==> src/hdl/dapc_pkg.sv <==
// Shared types and constants of the two-axis PD attitude controller.
package dapc_pkg;

  // Fixed-point formats.
  localparam int GAIN_FRAC_BITS  = 12;
  localparam int ALPHA_FRAC_BITS = 12;
  localparam logic [12:0] ALPHA_ONE = 13'd4096;

  // Shared multiplier operand and product widths.
  localparam int OPA_W  = 33;
  localparam int OPB_W  = 21;
  localparam int PROD_W = 50;
  localparam logic signed [OPB_W-1:0] US_PER_S = 21'sd1000000;

  // Divider: magnitude of the scaled error difference, two quotient bits per cycle.
  localparam int DIV_W     = 38;
  localparam int DVS_W     = 16;
  localparam int DIV_ITER  = DIV_W / 2;
  localparam int DIV_CNT_W = $clog2(DIV_ITER);

  // Register indexes, byte address is four times the index.
  localparam logic [2:0] REG_KP_ROLL      = 3'd0;
  localparam logic [2:0] REG_KP_PITCH     = 3'd1;
  localparam logic [2:0] REG_KD_ROLL      = 3'd2;
  localparam logic [2:0] REG_KD_PITCH     = 3'd3;
  localparam logic [2:0] REG_FILTER_ALPHA = 3'd4;
  localparam logic [2:0] REG_DEADBAND     = 3'd5;
  localparam logic [2:0] REG_OUTPUT_LIMIT = 3'd6;
  localparam logic [2:0] REG_DEFAULT_DT   = 3'd7;

  typedef enum logic [3:0] {
    S_IDLE,
    S_ERR,
    S_MDIFF,
    S_DLOAD,
    S_DIV,
    S_MF1,
    S_MF2,
    S_FADD,
    S_MC1,
    S_MC2,
    S_CADD,
    S_REF,
    S_OUT
  } state_t;

  typedef enum logic [1:0] {
    ACC_HOLD,
    ACC_LOAD,
    ACC_ADD
  } acc_op_t;

  typedef struct packed {
    logic    mul_en;
    acc_op_t acc_op;
  } mac_ctrl_t;

  typedef struct packed {
    logic busy;
    logic done;
  } div_stat_t;

  typedef struct packed {
    logic               action;
    logic signed [15:0] desired_roll;
    logic signed [15:0] desired_pitch;
    logic signed [15:0] measured_roll;
    logic signed [15:0] measured_pitch;
    logic        [15:0] dt_us;
  } in_word_t;

endpackage

==> src/hdl/dapc_if.sv <==
// Handshake interfaces of the input and result channels.
interface dapc_in_if;
  logic               valid;
  logic               ready;
  logic               action;
  logic signed [15:0] desired_roll;
  logic signed [15:0] desired_pitch;
  logic signed [15:0] measured_roll;
  logic signed [15:0] measured_pitch;
  logic        [15:0] dt_us;

  modport source (
    output valid, action, desired_roll, desired_pitch, measured_roll, measured_pitch, dt_us,
    input  ready
  );
  modport sink (
    input  valid, action, desired_roll, desired_pitch, measured_roll, measured_pitch, dt_us,
    output ready
  );
endinterface

interface dapc_out_if;
  logic               valid;
  logic               ready;
  logic signed [15:0] roll_reference;
  logic signed [15:0] pitch_reference;

  modport source (
    output valid, roll_reference, pitch_reference,
    input  ready
  );
  modport sink (
    input  valid, roll_reference, pitch_reference,
    output ready
  );
endinterface

==> src/hdl/dapc_mac.sv <==
// Shared signed multiplier with a registered product and an accumulator.
module dapc_mac (
  input  logic                               clk,
  input  dapc_pkg::mac_ctrl_t                ctrl,
  input  logic signed [dapc_pkg::OPA_W-1:0]  op_a,
  input  logic signed [dapc_pkg::OPB_W-1:0]  op_b,
  output logic signed [dapc_pkg::PROD_W-1:0] prod_r,
  output logic signed [dapc_pkg::PROD_W-1:0] acc_r
);

  logic signed [dapc_pkg::OPA_W+dapc_pkg::OPB_W-1:0] prod_full;

  assign prod_full = op_a * op_b;

  always_ff @(posedge clk) begin
    if (ctrl.mul_en) begin
      prod_r <= prod_full[dapc_pkg::PROD_W-1:0];
    end
    unique case (ctrl.acc_op)
      dapc_pkg::ACC_HOLD: acc_r <= acc_r;
      dapc_pkg::ACC_LOAD: acc_r <= prod_r;
      dapc_pkg::ACC_ADD:  acc_r <= acc_r + prod_r;
      default:            acc_r <= acc_r;
    endcase
  end

endmodule

==> src/hdl/dapc_div.sv <==
// Restoring unsigned divider that retires two quotient bits per cycle.
module dapc_div (
  input  logic                              clk,
  input  logic                              rst_n,
  input  logic                              start,
  input  logic [dapc_pkg::DIV_W-1:0]        dividend,
  input  logic [dapc_pkg::DVS_W-1:0]        divisor,
  output logic [dapc_pkg::DIV_W-1:0]        quotient,
  output dapc_pkg::div_stat_t               stat
);

  localparam int DW = dapc_pkg::DVS_W;

  logic [dapc_pkg::DIV_W-1:0]     q_r, q_nxt;
  logic [DW-1:0]                  rem_r, rem_mid, rem_nxt;
  logic [DW-1:0]                  dvs_r;
  logic [dapc_pkg::DIV_CNT_W-1:0] cnt_r;
  logic                           busy_r;
  logic                           qb_hi, qb_lo;
  logic                           last;

  // One restoring step: the remainder stays below the divisor, so it fits DW bits.
  function automatic logic [DW:0] div_step(input logic [DW-1:0] rem, input logic nbit,
                                           input logic [DW-1:0] dvs);
    logic [DW:0] t;
    logic [DW:0] d;
    t = {rem, nbit};
    d = {1'b0, dvs};
    if (t >= d) begin
      div_step = {1'b1, DW'(t - d)};
    end else begin
      div_step = {1'b0, t[DW-1:0]};
    end
  endfunction

  always_comb begin
    {qb_hi, rem_mid} = div_step(rem_r, q_r[dapc_pkg::DIV_W-1], dvs_r);
    {qb_lo, rem_nxt} = div_step(rem_mid, q_r[dapc_pkg::DIV_W-2], dvs_r);
    q_nxt = {q_r[dapc_pkg::DIV_W-3:0], qb_hi, qb_lo};
  end

  assign last = (cnt_r == dapc_pkg::DIV_CNT_W'(dapc_pkg::DIV_ITER - 1));

  always_ff @(posedge clk) begin
    if (!rst_n) begin
      busy_r <= 1'b0;
      cnt_r  <= '0;
    end else if (start) begin
      busy_r <= 1'b1;
      cnt_r  <= '0;
    end else if (busy_r) begin
      busy_r <= !last;
      cnt_r  <= cnt_r + 1'b1;
    end
  end

  always_ff @(posedge clk) begin
    if (start) begin
      q_r   <= dividend;
      rem_r <= '0;
      dvs_r <= divisor;
    end else if (busy_r) begin
      q_r   <= q_nxt;
      rem_r <= rem_nxt;
    end
  end

  assign quotient  = q_r;
  assign stat.busy = busy_r;
  assign stat.done = busy_r && last;

endmodule

==> src/hdl/dual_axis_pd_attitude_ctrl.sv <==
// Top level: configuration registers, sequencer and per-axis state of the PD controller.
// An update word runs both axes in turn, roll then pitch, through the shared sequencer;
// per axis the scaled error difference passes through the two-bit-per-cycle divider; the result
// is held valid while out_ch.ready is low, which delays the acceptance of the next word.
// A reset-action word shows its result in the next cycle. One word is in flight at a time.
// rst_n is synchronous: it restores register defaults and clears references and history.
module dual_axis_pd_attitude_ctrl (
  input  logic         clk,
  input  logic         rst_n,
  dapc_in_if.sink      in_ch,
  dapc_out_if.source   out_ch,
  input  logic         cfg_psel,
  input  logic         cfg_penable,
  input  logic         cfg_pwrite,
  input  logic [4:0]   cfg_paddr,
  input  logic [31:0]  cfg_pwdata,
  output logic [31:0]  cfg_prdata,
  output logic         cfg_pready
);

  localparam int PW = dapc_pkg::PROD_W;

  // Configuration registers.
  logic [15:0] kp_roll_r, kp_pitch_r, kd_roll_r, kd_pitch_r;
  logic [12:0] alpha_r;
  logic [14:0] deadband_r, limit_r;
  logic [15:0] default_dt_r;
  logic        cfg_wr;
  logic [2:0]  cfg_idx;

  dapc_pkg::state_t  state_r, state_nxt;
  dapc_pkg::in_word_t in_r;
  logic              ax_r;
  logic              in_acc;

  logic signed [15:0] ref_r      [2];
  logic signed [16:0] err_last_r [2];
  logic signed [31:0] filt_r     [2];
  logic signed [16:0] err_new_r;
  logic signed [17:0] diff_r;
  logic signed [31:0] deriv_r;
  logic               dsign_r;

  // Sequencer outputs.
  dapc_pkg::mac_ctrl_t           mac_ctrl;
  logic signed [dapc_pkg::OPA_W-1:0] op_a;
  logic signed [dapc_pkg::OPB_W-1:0] op_b;
  logic                          div_start;
  logic                          in_ready;
  logic                          out_valid;

  logic signed [PW-1:0] prod_r, acc_r;
  logic [dapc_pkg::DIV_W-1:0] div_q;
  dapc_pkg::div_stat_t        div_st;

  // Datapath nets.
  logic signed [15:0] des, meas;
  logic signed [16:0] err_raw, err_mag, err_z;
  logic signed [17:0] diff;
  logic        [15:0] dt_sel;
  logic        [12:0] alpha_c;
  logic signed [PW-1:0] prod_abs;
  logic        [31:0] q_pos, q_neg, deriv_new;
  logic signed [PW-1:0] filt_sh;
  logic signed [31:0] filt_sat;
  logic signed [PW-1:0] ctrl_sh, ref_sum, lim_p, lim_n;
  logic signed [15:0] ref_new;
  logic signed [15:0] lim16;

  // ---------------- configuration port ----------------
  assign cfg_pready = 1'b1;
  assign cfg_wr     = cfg_psel && cfg_penable && cfg_pwrite;
  assign cfg_idx    = cfg_paddr[4:2];

  always_ff @(posedge clk) begin
    if (!rst_n) begin
      kp_roll_r    <= 16'd1229;
      kp_pitch_r   <= 16'd1229;
      kd_roll_r    <= 16'd205;
      kd_pitch_r   <= 16'd205;
      alpha_r      <= 13'd3277;
      deadband_r   <= 15'd256;
      limit_r      <= 15'd3072;
      default_dt_r <= 16'd500;
    end else if (cfg_wr) begin
      unique case (cfg_idx)
        dapc_pkg::REG_KP_ROLL:      kp_roll_r    <= cfg_pwdata[15:0];
        dapc_pkg::REG_KP_PITCH:     kp_pitch_r   <= cfg_pwdata[15:0];
        dapc_pkg::REG_KD_ROLL:      kd_roll_r    <= cfg_pwdata[15:0];
        dapc_pkg::REG_KD_PITCH:     kd_pitch_r   <= cfg_pwdata[15:0];
        dapc_pkg::REG_FILTER_ALPHA: alpha_r      <= cfg_pwdata[12:0];
        dapc_pkg::REG_DEADBAND:     deadband_r   <= cfg_pwdata[14:0];
        dapc_pkg::REG_OUTPUT_LIMIT: limit_r      <= cfg_pwdata[14:0];
        dapc_pkg::REG_DEFAULT_DT:   default_dt_r <= cfg_pwdata[15:0];
        default:                    default_dt_r <= default_dt_r;
      endcase
    end
  end

  always_comb begin
    unique case (cfg_idx)
      dapc_pkg::REG_KP_ROLL:      cfg_prdata = {16'd0, kp_roll_r};
      dapc_pkg::REG_KP_PITCH:     cfg_prdata = {16'd0, kp_pitch_r};
      dapc_pkg::REG_KD_ROLL:      cfg_prdata = {16'd0, kd_roll_r};
      dapc_pkg::REG_KD_PITCH:     cfg_prdata = {16'd0, kd_pitch_r};
      dapc_pkg::REG_FILTER_ALPHA: cfg_prdata = {19'd0, alpha_r};
      dapc_pkg::REG_DEADBAND:     cfg_prdata = {17'd0, deadband_r};
      dapc_pkg::REG_OUTPUT_LIMIT: cfg_prdata = {17'd0, limit_r};
      dapc_pkg::REG_DEFAULT_DT:   cfg_prdata = {16'd0, default_dt_r};
      default:                    cfg_prdata = '0;
    endcase
  end

  // ---------------- shared units ----------------
  dapc_mac u_mac (
    .clk    (clk),
    .ctrl   (mac_ctrl),
    .op_a   (op_a),
    .op_b   (op_b),
    .prod_r (prod_r),
    .acc_r  (acc_r)
  );

  dapc_div u_div (
    .clk      (clk),
    .rst_n    (rst_n),
    .start    (div_start),
    .dividend (prod_abs[dapc_pkg::DIV_W-1:0]),
    .divisor  (dt_sel),
    .quotient (div_q),
    .stat     (div_st)
  );

  // ---------------- datapath ----------------
  always_comb begin
    des     = ax_r ? in_r.desired_pitch  : in_r.desired_roll;
    meas    = ax_r ? in_r.measured_pitch : in_r.measured_roll;
    err_raw = {des[15], des} - {meas[15], meas};
    err_mag = err_raw[16] ? -err_raw : err_raw;
    err_z   = ($unsigned(err_mag) < {2'b00, deadband_r}) ? 17'sd0 : err_raw;
    diff    = {err_z[16], err_z} - {err_last_r[ax_r][16], err_last_r[ax_r]};

    // A zero step selects the default step, and a zero default acts as one microsecond.
    if (in_r.dt_us != 16'd0) begin
      dt_sel = in_r.dt_us;
    end else if (default_dt_r != 16'd0) begin
      dt_sel = default_dt_r;
    end else begin
      dt_sel = 16'd1;
    end

    alpha_c  = (alpha_r > dapc_pkg::ALPHA_ONE) ? dapc_pkg::ALPHA_ONE : alpha_r;
    prod_abs = prod_r[PW-1] ? -prod_r : prod_r;

    // Quotient magnitude saturated to the signed 32-bit range, sign restored.
    q_pos     = (div_q > 38'h7FFF_FFFF) ? 32'h7FFF_FFFF : div_q[31:0];
    q_neg     = (div_q > 38'h8000_0000) ? 32'h8000_0000 : (32'd0 - div_q[31:0]);
    deriv_new = dsign_r ? q_neg : q_pos;

    filt_sh = acc_r >>> dapc_pkg::ALPHA_FRAC_BITS;
    if ((&filt_sh[PW-1:31]) || !(|filt_sh[PW-1:31])) begin
      filt_sat = filt_sh[31:0];
    end else begin
      filt_sat = filt_sh[PW-1] ? 32'sh8000_0000 : 32'sh7FFF_FFFF;
    end

    ctrl_sh = acc_r >>> dapc_pkg::GAIN_FRAC_BITS;
    ref_sum = {{(PW-16){ref_r[ax_r][15]}}, ref_r[ax_r]} + ctrl_sh;
    lim_p   = {{(PW-15){1'b0}}, limit_r};
    lim_n   = -lim_p;
    if (ref_sum > lim_p) begin
      ref_new = lim_p[15:0];
    end else if (ref_sum < lim_n) begin
      ref_new = lim_n[15:0];
    end else begin
      ref_new = ref_sum[15:0];
    end
  end

  // ---------------- sequencer ----------------
  always_ff @(posedge clk) begin
    if (!rst_n) begin
      state_r <= dapc_pkg::S_IDLE;
    end else begin
      state_r <= state_nxt;
    end
  end

  always_comb begin
    state_nxt       = state_r;
    mac_ctrl.mul_en = 1'b0;
    mac_ctrl.acc_op = dapc_pkg::ACC_HOLD;
    op_a            = '0;
    op_b            = '0;
    div_start       = 1'b0;
    in_ready        = 1'b0;
    out_valid       = 1'b0;
    unique case (state_r)
      dapc_pkg::S_IDLE: begin
        in_ready = 1'b1;
        if (in_ch.valid) begin
          state_nxt = in_ch.action ? dapc_pkg::S_OUT : dapc_pkg::S_ERR;
        end
      end
      dapc_pkg::S_ERR: begin
        state_nxt = dapc_pkg::S_MDIFF;
      end
      dapc_pkg::S_MDIFF: begin
        mac_ctrl.mul_en = 1'b1;
        op_a            = dapc_pkg::OPA_W'(diff_r);
        op_b            = dapc_pkg::US_PER_S;
        state_nxt       = dapc_pkg::S_DLOAD;
      end
      dapc_pkg::S_DLOAD: begin
        div_start = 1'b1;
        state_nxt = dapc_pkg::S_DIV;
      end
      dapc_pkg::S_DIV: begin
        if (div_st.done) begin
          state_nxt = dapc_pkg::S_MF1;
        end
      end
      dapc_pkg::S_MF1: begin
        mac_ctrl.mul_en = 1'b1;
        op_a            = dapc_pkg::OPA_W'(filt_r[ax_r]);
        op_b            = $signed({8'd0, alpha_c});
        state_nxt       = dapc_pkg::S_MF2;
      end
      dapc_pkg::S_MF2: begin
        mac_ctrl.mul_en = 1'b1;
        mac_ctrl.acc_op = dapc_pkg::ACC_LOAD;
        op_a            = dapc_pkg::OPA_W'(deriv_r);
        op_b            = $signed({8'd0, 13'(dapc_pkg::ALPHA_ONE - alpha_c)});
        state_nxt       = dapc_pkg::S_FADD;
      end
      dapc_pkg::S_FADD: begin
        mac_ctrl.acc_op = dapc_pkg::ACC_ADD;
        state_nxt       = dapc_pkg::S_MC1;
      end
      dapc_pkg::S_MC1: begin
        mac_ctrl.mul_en = 1'b1;
        op_a            = dapc_pkg::OPA_W'(err_new_r);
        op_b            = $signed({5'd0, (ax_r ? kp_pitch_r : kp_roll_r)});
        state_nxt       = dapc_pkg::S_MC2;
      end
      dapc_pkg::S_MC2: begin
        mac_ctrl.mul_en = 1'b1;
        mac_ctrl.acc_op = dapc_pkg::ACC_LOAD;
        op_a            = dapc_pkg::OPA_W'(filt_r[ax_r]);
        op_b            = $signed({5'd0, (ax_r ? kd_pitch_r : kd_roll_r)});
        state_nxt       = dapc_pkg::S_CADD;
      end
      dapc_pkg::S_CADD: begin
        mac_ctrl.acc_op = dapc_pkg::ACC_ADD;
        state_nxt       = dapc_pkg::S_REF;
      end
      dapc_pkg::S_REF: begin
        state_nxt = ax_r ? dapc_pkg::S_OUT : dapc_pkg::S_ERR;
      end
      dapc_pkg::S_OUT: begin
        out_valid = 1'b1;
        if (out_ch.ready) begin
          state_nxt = dapc_pkg::S_IDLE;
        end
      end
      default: begin
        state_nxt = dapc_pkg::S_IDLE;
      end
    endcase
  end

  assign in_acc = in_ready && in_ch.valid;

  // Per-axis controller state, cleared by reset; the reset action clears the history and loads the references.
  always_ff @(posedge clk) begin
    if (!rst_n) begin
      ax_r <= 1'b0;
      for (int i = 0; i < 2; i++) begin
        ref_r[i]      <= '0;
        err_last_r[i] <= '0;
        filt_r[i]     <= '0;
      end
    end else begin
      if (in_acc) begin
        ax_r <= 1'b0;
        if (in_ch.action) begin
          ref_r[0] <= in_ch.desired_roll;
          ref_r[1] <= in_ch.desired_pitch;
          for (int i = 0; i < 2; i++) begin
            err_last_r[i] <= '0;
            filt_r[i]     <= '0;
          end
        end
      end
      if (state_r == dapc_pkg::S_MC1) begin
        filt_r[ax_r] <= filt_sat;
      end
      if (state_r == dapc_pkg::S_REF) begin
        ref_r[ax_r]      <= ref_new;
        err_last_r[ax_r] <= err_new_r;
        ax_r             <= 1'b1;
      end
    end
  end

  always_ff @(posedge clk) begin
    if (in_acc) begin
      in_r.action         <= in_ch.action;
      in_r.desired_roll   <= in_ch.desired_roll;
      in_r.desired_pitch  <= in_ch.desired_pitch;
      in_r.measured_roll  <= in_ch.measured_roll;
      in_r.measured_pitch <= in_ch.measured_pitch;
      in_r.dt_us          <= in_ch.dt_us;
    end
    if (state_r == dapc_pkg::S_ERR) begin
      err_new_r <= err_z;
      diff_r    <= diff;
    end
    if (state_r == dapc_pkg::S_DLOAD) begin
      dsign_r <= prod_r[PW-1];
    end
    if (state_r == dapc_pkg::S_MF1) begin
      deriv_r <= deriv_new;
    end
  end

  assign in_ch.ready            = in_ready;
  assign out_ch.valid           = out_valid;
  assign out_ch.roll_reference  = ref_r[0];
  assign out_ch.pitch_reference = ref_r[1];

  // ---------------- assertions ----------------
  assign lim16 = $signed({1'b0, limit_r});

  a_ready_excl_valid: assert property (@(posedge clk) disable iff (!rst_n)
    in_ch.ready |-> !out_ch.valid)
    else $error("input ready while a result word is pending");

  a_reset_action_fast: assert property (@(posedge clk) disable iff (!rst_n)
    (in_ch.valid && in_ch.ready && in_ch.action) |=> out_ch.valid)
    else $error("reset action word did not produce a result in the next cycle");

  a_div_busy_state: assert property (@(posedge clk) disable iff (!rst_n)
    div_st.busy |-> (state_r == dapc_pkg::S_DIV))
    else $error("divider busy outside its sequencer step");

  a_ref_in_limit: assert property (@(posedge clk) disable iff (!rst_n)
    (state_r == dapc_pkg::S_REF && ax_r) |=>
      (ref_r[0] <= lim16 && ref_r[0] >= -lim16 && ref_r[1] <= lim16 && ref_r[1] >= -lim16))
    else $error("updated reference outside the output limit");

endmodule

==> src/flat_wrapper.sv <==
// flat-port wrapper written by rule: the top's interface ports become plain ports
module dual_axis_pd_attitude_ctrl_flat 
  (clk, rst_n, cfg_psel, cfg_penable, cfg_pwrite, cfg_paddr, cfg_pwdata, cfg_prdata, cfg_pready, in_ch_valid, in_ch_action, in_ch_desired_roll, in_ch_desired_pitch, in_ch_measured_roll, in_ch_measured_pitch, in_ch_dt_us, in_ch_ready, out_ch_valid, out_ch_roll_reference, out_ch_pitch_reference, out_ch_ready);
  dapc_in_if in_ch_i ();
  dapc_out_if out_ch_i ();
  input  logic clk;
  input  logic rst_n;
  input  logic cfg_psel;
  input  logic cfg_penable;
  input  logic cfg_pwrite;
  input  logic [4:0] cfg_paddr;
  input  logic [31:0] cfg_pwdata;
  output logic [31:0] cfg_prdata;
  output logic cfg_pready;
  input wire logic [$bits(in_ch_i.valid)-1:0] in_ch_valid;
  input wire logic [$bits(in_ch_i.action)-1:0] in_ch_action;
  input wire logic [$bits(in_ch_i.desired_roll)-1:0] in_ch_desired_roll;
  input wire logic [$bits(in_ch_i.desired_pitch)-1:0] in_ch_desired_pitch;
  input wire logic [$bits(in_ch_i.measured_roll)-1:0] in_ch_measured_roll;
  input wire logic [$bits(in_ch_i.measured_pitch)-1:0] in_ch_measured_pitch;
  input wire logic [$bits(in_ch_i.dt_us)-1:0] in_ch_dt_us;
  output wire logic [$bits(in_ch_i.ready)-1:0] in_ch_ready;
  output wire logic [$bits(out_ch_i.valid)-1:0] out_ch_valid;
  output wire logic [$bits(out_ch_i.roll_reference)-1:0] out_ch_roll_reference;
  output wire logic [$bits(out_ch_i.pitch_reference)-1:0] out_ch_pitch_reference;
  input wire logic [$bits(out_ch_i.ready)-1:0] out_ch_ready;
  assign in_ch_i.valid = in_ch_valid;
  assign in_ch_i.action = in_ch_action;
  assign in_ch_i.desired_roll = in_ch_desired_roll;
  assign in_ch_i.desired_pitch = in_ch_desired_pitch;
  assign in_ch_i.measured_roll = in_ch_measured_roll;
  assign in_ch_i.measured_pitch = in_ch_measured_pitch;
  assign in_ch_i.dt_us = in_ch_dt_us;
  assign in_ch_ready = in_ch_i.ready;
  assign out_ch_valid = out_ch_i.valid;
  assign out_ch_roll_reference = out_ch_i.roll_reference;
  assign out_ch_pitch_reference = out_ch_i.pitch_reference;
  assign out_ch_i.ready = out_ch_ready;
  dual_axis_pd_attitude_ctrl u_core (.clk(clk), .rst_n(rst_n), .in_ch(in_ch_i), .out_ch(out_ch_i), .cfg_psel(cfg_psel), .cfg_penable(cfg_penable), .cfg_pwrite(cfg_pwrite), .cfg_paddr(cfg_paddr), .cfg_pwdata(cfg_pwdata), .cfg_prdata(cfg_prdata), .cfg_pready(cfg_pready));
endmodule
==> config.mk <==
export PLATFORM = sky130hd
export DESIGN_NAME = dual_axis_pd_attitude_ctrl_flat
export DESIGN_NICKNAME = d
export VERILOG_FILES = /design/src/hdl/dapc_pkg.sv /design/src/hdl/dapc_if.sv /design/src/hdl/dapc_mac.sv /design/src/hdl/dapc_div.sv /design/src/hdl/dual_axis_pd_attitude_ctrl.sv /design/src/flat_wrapper.sv
export SDC_FILE = /design/constraint.sdc
export NUM_CORES = 2
export LEC_CHECK = 0
export BUFFER_PORTS_ARGS = -buffer_cell sky130_fd_sc_hd__buf_2
export CAP_MARGIN = 5
export CORE_MARGIN = 2
export CORE_UTILIZATION = 60
export CTS_CLUSTER_SIZE = 40
export DETAILED_ROUTE_END_ITERATION = 8
export PLACE_DENSITY_LB_ADDON = 0.3
export SETUP_SLACK_MARGIN = 0.05
export SKIP_LAST_GASP = 1
export SYNTH_ARGS = -nofsm -noshare
export SYNTH_HDL_FRONTEND = slang
export SYNTH_SLANG_ARGS = --single-unit
==> constraint.sdc <==
create_clock -name clk -period 16.9 [get_ports clk]
set_clock_uncertainty 0.05 [all_clocks]
set_input_delay 1.69 -clock clk [delete_from_list [all_inputs] [get_ports clk]]
set_output_delay 1.69 -clock clk [all_outputs]
set_load 0.01 [all_outputs]
==> flow_summary.ini <==
[clocking]
clkSinkCount = 583
path_clk_slew_ps = 70
ctsResizeCount = 0
clk_latency_ps = 680
cts_buffer_depth = 3
post_cts_buffers = 0
cts_tree = done
htreeDepth = 2
numCtsBuffers = 59
cts_root_buf = clkbuf_16
cts_hold_buf = 0

[worst_hold_path]
hold_start = u_core.deadband_r[11]$_SDFFE_PN0P_
hold_path.class = register to register
hold_depth = 2
min_to = u_core.deadband_r[11]$_SDFFE_PN0P_

[routing]
drc = 0
detail-route-antenna-nets = 0
vias = 47183
wl_per_cell_um = 21.7
drtPass1Iterations = 6
wl_um = 168000
drtIter0Drc = 4695
via_per_inst = 6.10

[floorplan]
floorplan.initialDensity_pct = 60.6
num_rows = 114
ios = 192
dieWidth_um = 317
die-area_mm2 = 0.100
die_h_um = 317
core_area_mm2 = 0.0969

[synth]
synth_top_area_share_pct = 22.1
synthXorXnorAreaFrac_pct = 3.30
netlist_instances = 6387
synth-edff-count = 432
synth_top_family_by_area = adder cells
syn-cell-area_mm2 = 0.0587
ys_seq_area_share_pct = 27.3
yosys_warnings = 0
yosys.area_share.adder_pct = 28.9
async_flop_share_pct = 0
synthTopCellsByArea = edfxtp_1 (22%), fa_1 (21%), ha_1 (7.8%), inv_1 (6.2%), nand2_1 (5.5%)
yosysMostFrequentCell = inv_1
synth_compound_area_share_pct = 13.5
synth.largest_area_cell = edfxtp_1
synthMuxAreaShare_pct = 4.55
synth_flop_cell = edfxtp_1
yosys.area_share.simple_pct = 14.3
yosysUniqueCellTypes = 98
synthTopCellsByCount = inv_1 (965), nand2_1 (864), fa_1 (617)
ys_seq_elements = 583
synth.avg_cell_area_um2 = 9.19

[final_layout]
utilization_pct = 64.7
num-fill-cells = 7780
syn_to_final_growth_pct = 6.73
nets = 7511
multi_input_area_mm2 = 0.0381
regArea_mm2 = 0.0160
drive_above_1_share_pct = 8.06
final_cells = 7730

[power_and_ir_drop]
vdd_drop_max_mv = 0.155
p_sw_w = 0.00514
pwr-share-clk_pct = 12.8
leakage_nw = 27.7
seq_power_share_pct = 22.8
power_frac_comb_pct = 64.4
internal_power_w = 0.00533
power_density_mw_per_mm2 = 167
p_sw_share_pct = 49.1

[worst_setup_path]
crit_path_max_incr_delay_ps = 1100
start_kind = register
critPathKind = register to register
crit_path_frequent_cell = fa_1
worstReg2RegStart = u_core.alpha_r[2]$_SDFFE_PN1P_
cp.arrival_ps = 11790
worstSetupStartpoint = u_core.alpha_r[2]$_SDFFE_PN1P_
r2r_setup_slack_ps = 5450
required_ps = 17240
slowest_stage = a211oi_1
crit_fanout = 30
r2r_cells = 36
cp-end-kind = register
r2r_end = u_core.u_mac.prod_r[48]$_DFFE_PP_

[grt]
overflow = 0
grt_max_degree = 83
grt_pass1_wl_um = 263000
grt.total_usage_pct = 34.0
grt_pass1_vias = 46361
antenna_found_initial = 3

[timing]
slew_viol_final = 0
period_minus_slack_ps = 11450
rsz0062_at_grt = no
slew_headroom_pct = 10.0
worst_slew_pin_slew_ps = 1340
finalHoldViolCount = 0
finalSetupViolations = 0
finalSetupTns_ps = 0
max_freq_mhz = 87.3
timing.final.crit_share_pct = 67.8

[place]
dpl.hpwl_um = 129000
gp_congestion = 0.960
dp_cells = 7618
numPortBuffers = 156

[status]
status = complete, no violations

[run]
cap_violations = 0
## state kept, by name, summed over array words and instances (netlist names), 15 cells and up, named ones only
register	cells
u_core.kd_pitch_r	16
u_core.kd_roll_r	16
u_core.limit_r	15
u_core.filt_r	64
u_core.u_div.dvs_r	16
u_core.u_mac.prod_r	50
u_core.default_dt_r	16
u_core.kp_roll_r	16
u_core.diff_r	18
u_core.deriv_r	32
u_core.err_last_r	34
u_core.ref_r	32
u_core.u_mac.acc_r	50
u_core.u_div.rem_r	16
u_core.err_new_r	17
u_core.deadband_r	15
u_core.kp_pitch_r	16
u_core.u_div.quotient	38
u_core.in_r	80
## worst max-delay path, delay by kind of cell (launching register included)
family / cells / cell delay [ps]
xor gates and xnor gates: 1 / 160
AOI/OAI and AO/OA: 11 / 3080
DFF: 1 / 400
buffers and inverters: 6 / 680
and+or+nand+nor: 10 / 2810
adders and majority gates: 8 / 3920
## area by class of cell
| cell class | count | area share [%] |
|---|---|---|
| timing repair buffer | 235 | 2.20 |
| multi-input combinational | 4558 | 60.8 |
| tap | 1276 | 2.55 |
| clock buffer | 79 | 2.66 |
| antenna | 1 | 0.00400 |
| clock inverter | 32 | 0.432 |
| inverter | 966 | 5.79 |
| sequential | 583 | 25.6 |
## logic make-up (layout without fill, tap and decap cells)
group                    after synthesis  count (layout)
AO/OA/AOI/OAI                       1199            1199
XOR/XNOR                             221             221
adder cells (fa/ha/maj)              983             983
buffers and inverters               1261            1312
flip-flops                           583             583
multiplexers                         248             248
other                                  2              18
AND/OR/NAND/NOR                     1890            1890
## layout by cell type, fill, tap and decap left out, drive strengths merged, types with 28 or more instances in the layout
| cell | count |
|---|---|
| inv | 971 |
| nand2 | 865 |
| fa | 617 |
| nor2 | 468 |
| edfxtp | 432 |
| ha | 366 |
| o21ai | 284 |
| a21oi | 269 |
| buf | 235 |
| dfxtp | 151 |
| mux2i | 145 |
| a21o | 139 |
| xnor2 | 132 |
| a21boi | 113 |
| mux2 | 98 |
| nand3 | 94 |
| xor2 | 89 |
| nor3 | 88 |
| clkbuf | 79 |
| and2 | 60 |
| nand2b | 50 |
| and3 | 50 |
| nor2b | 49 |
| o21a | 43 |
| or3 | 37 |
| o211ai | 36 |
| a211oi | 36 |
| o311ai | 31 |
| nand4 | 30 |
| o31ai | 28 |
| nor4 | 28 |
## per-stage QoR
stage	cell area, um^2	hold WS (ps)	setup WS (ps)	total power (W)
6_report	62600	418	5450	0.0105
2_1_floorplan	58700	382	6940	0.00712
4_1_cts	62600	417	5680	0.0104
3_3_place_gp	60700	401	5870	0.00883
5_1_grt	62600	444	4870	0.0113
3_5_place_dp	60700	409	5700	0.00900
## layer usage
layer | vias up | share of wire (%) | global-route usage [%]
li1 | 21336 | - | -
met1 | 23094 | 39 | 44.2
met2 | 2268 | 47 | 55.4
met3 | 481 | 9.4 | 6.59
met4 | 4 | 5.2 | 15.2
met5 | - | 0.017 | 0
## worst max path at each step
stage                                              endpoint  cells after the start
after floorplan           u_core.u_mac.prod_r[47]$_DFFE_PP_                     37
after global placement    u_core.u_mac.prod_r[48]$_DFFE_PP_                     36
after detailed placement  u_core.u_mac.prod_r[48]$_DFFE_PP_                     36
after CTS                 u_core.u_mac.prod_r[48]$_DFFE_PP_                     36
after global routing      u_core.u_mac.prod_r[48]$_DFFE_PP_                     36
final                     u_core.u_mac.prod_r[48]$_DFFE_PP_                     36
## power groups by stage
stage / Sequential, W / Clock [W] / Combinational (W)
after detailed placement: 0.00240 / 0 / 0.00660
after global placement: 0.00239 / 0 / 0.00643
after CTS: 0.00238 / 0.00134 / 0.00667
after floorplan: 0.00226 / 0 / 0.00487
final: 0.00239 / 0.00134 / 0.00675
after global routing: 0.00241 / 0.00140 / 0.00749
No activity file was read; power rests on OpenSTA's default activity.
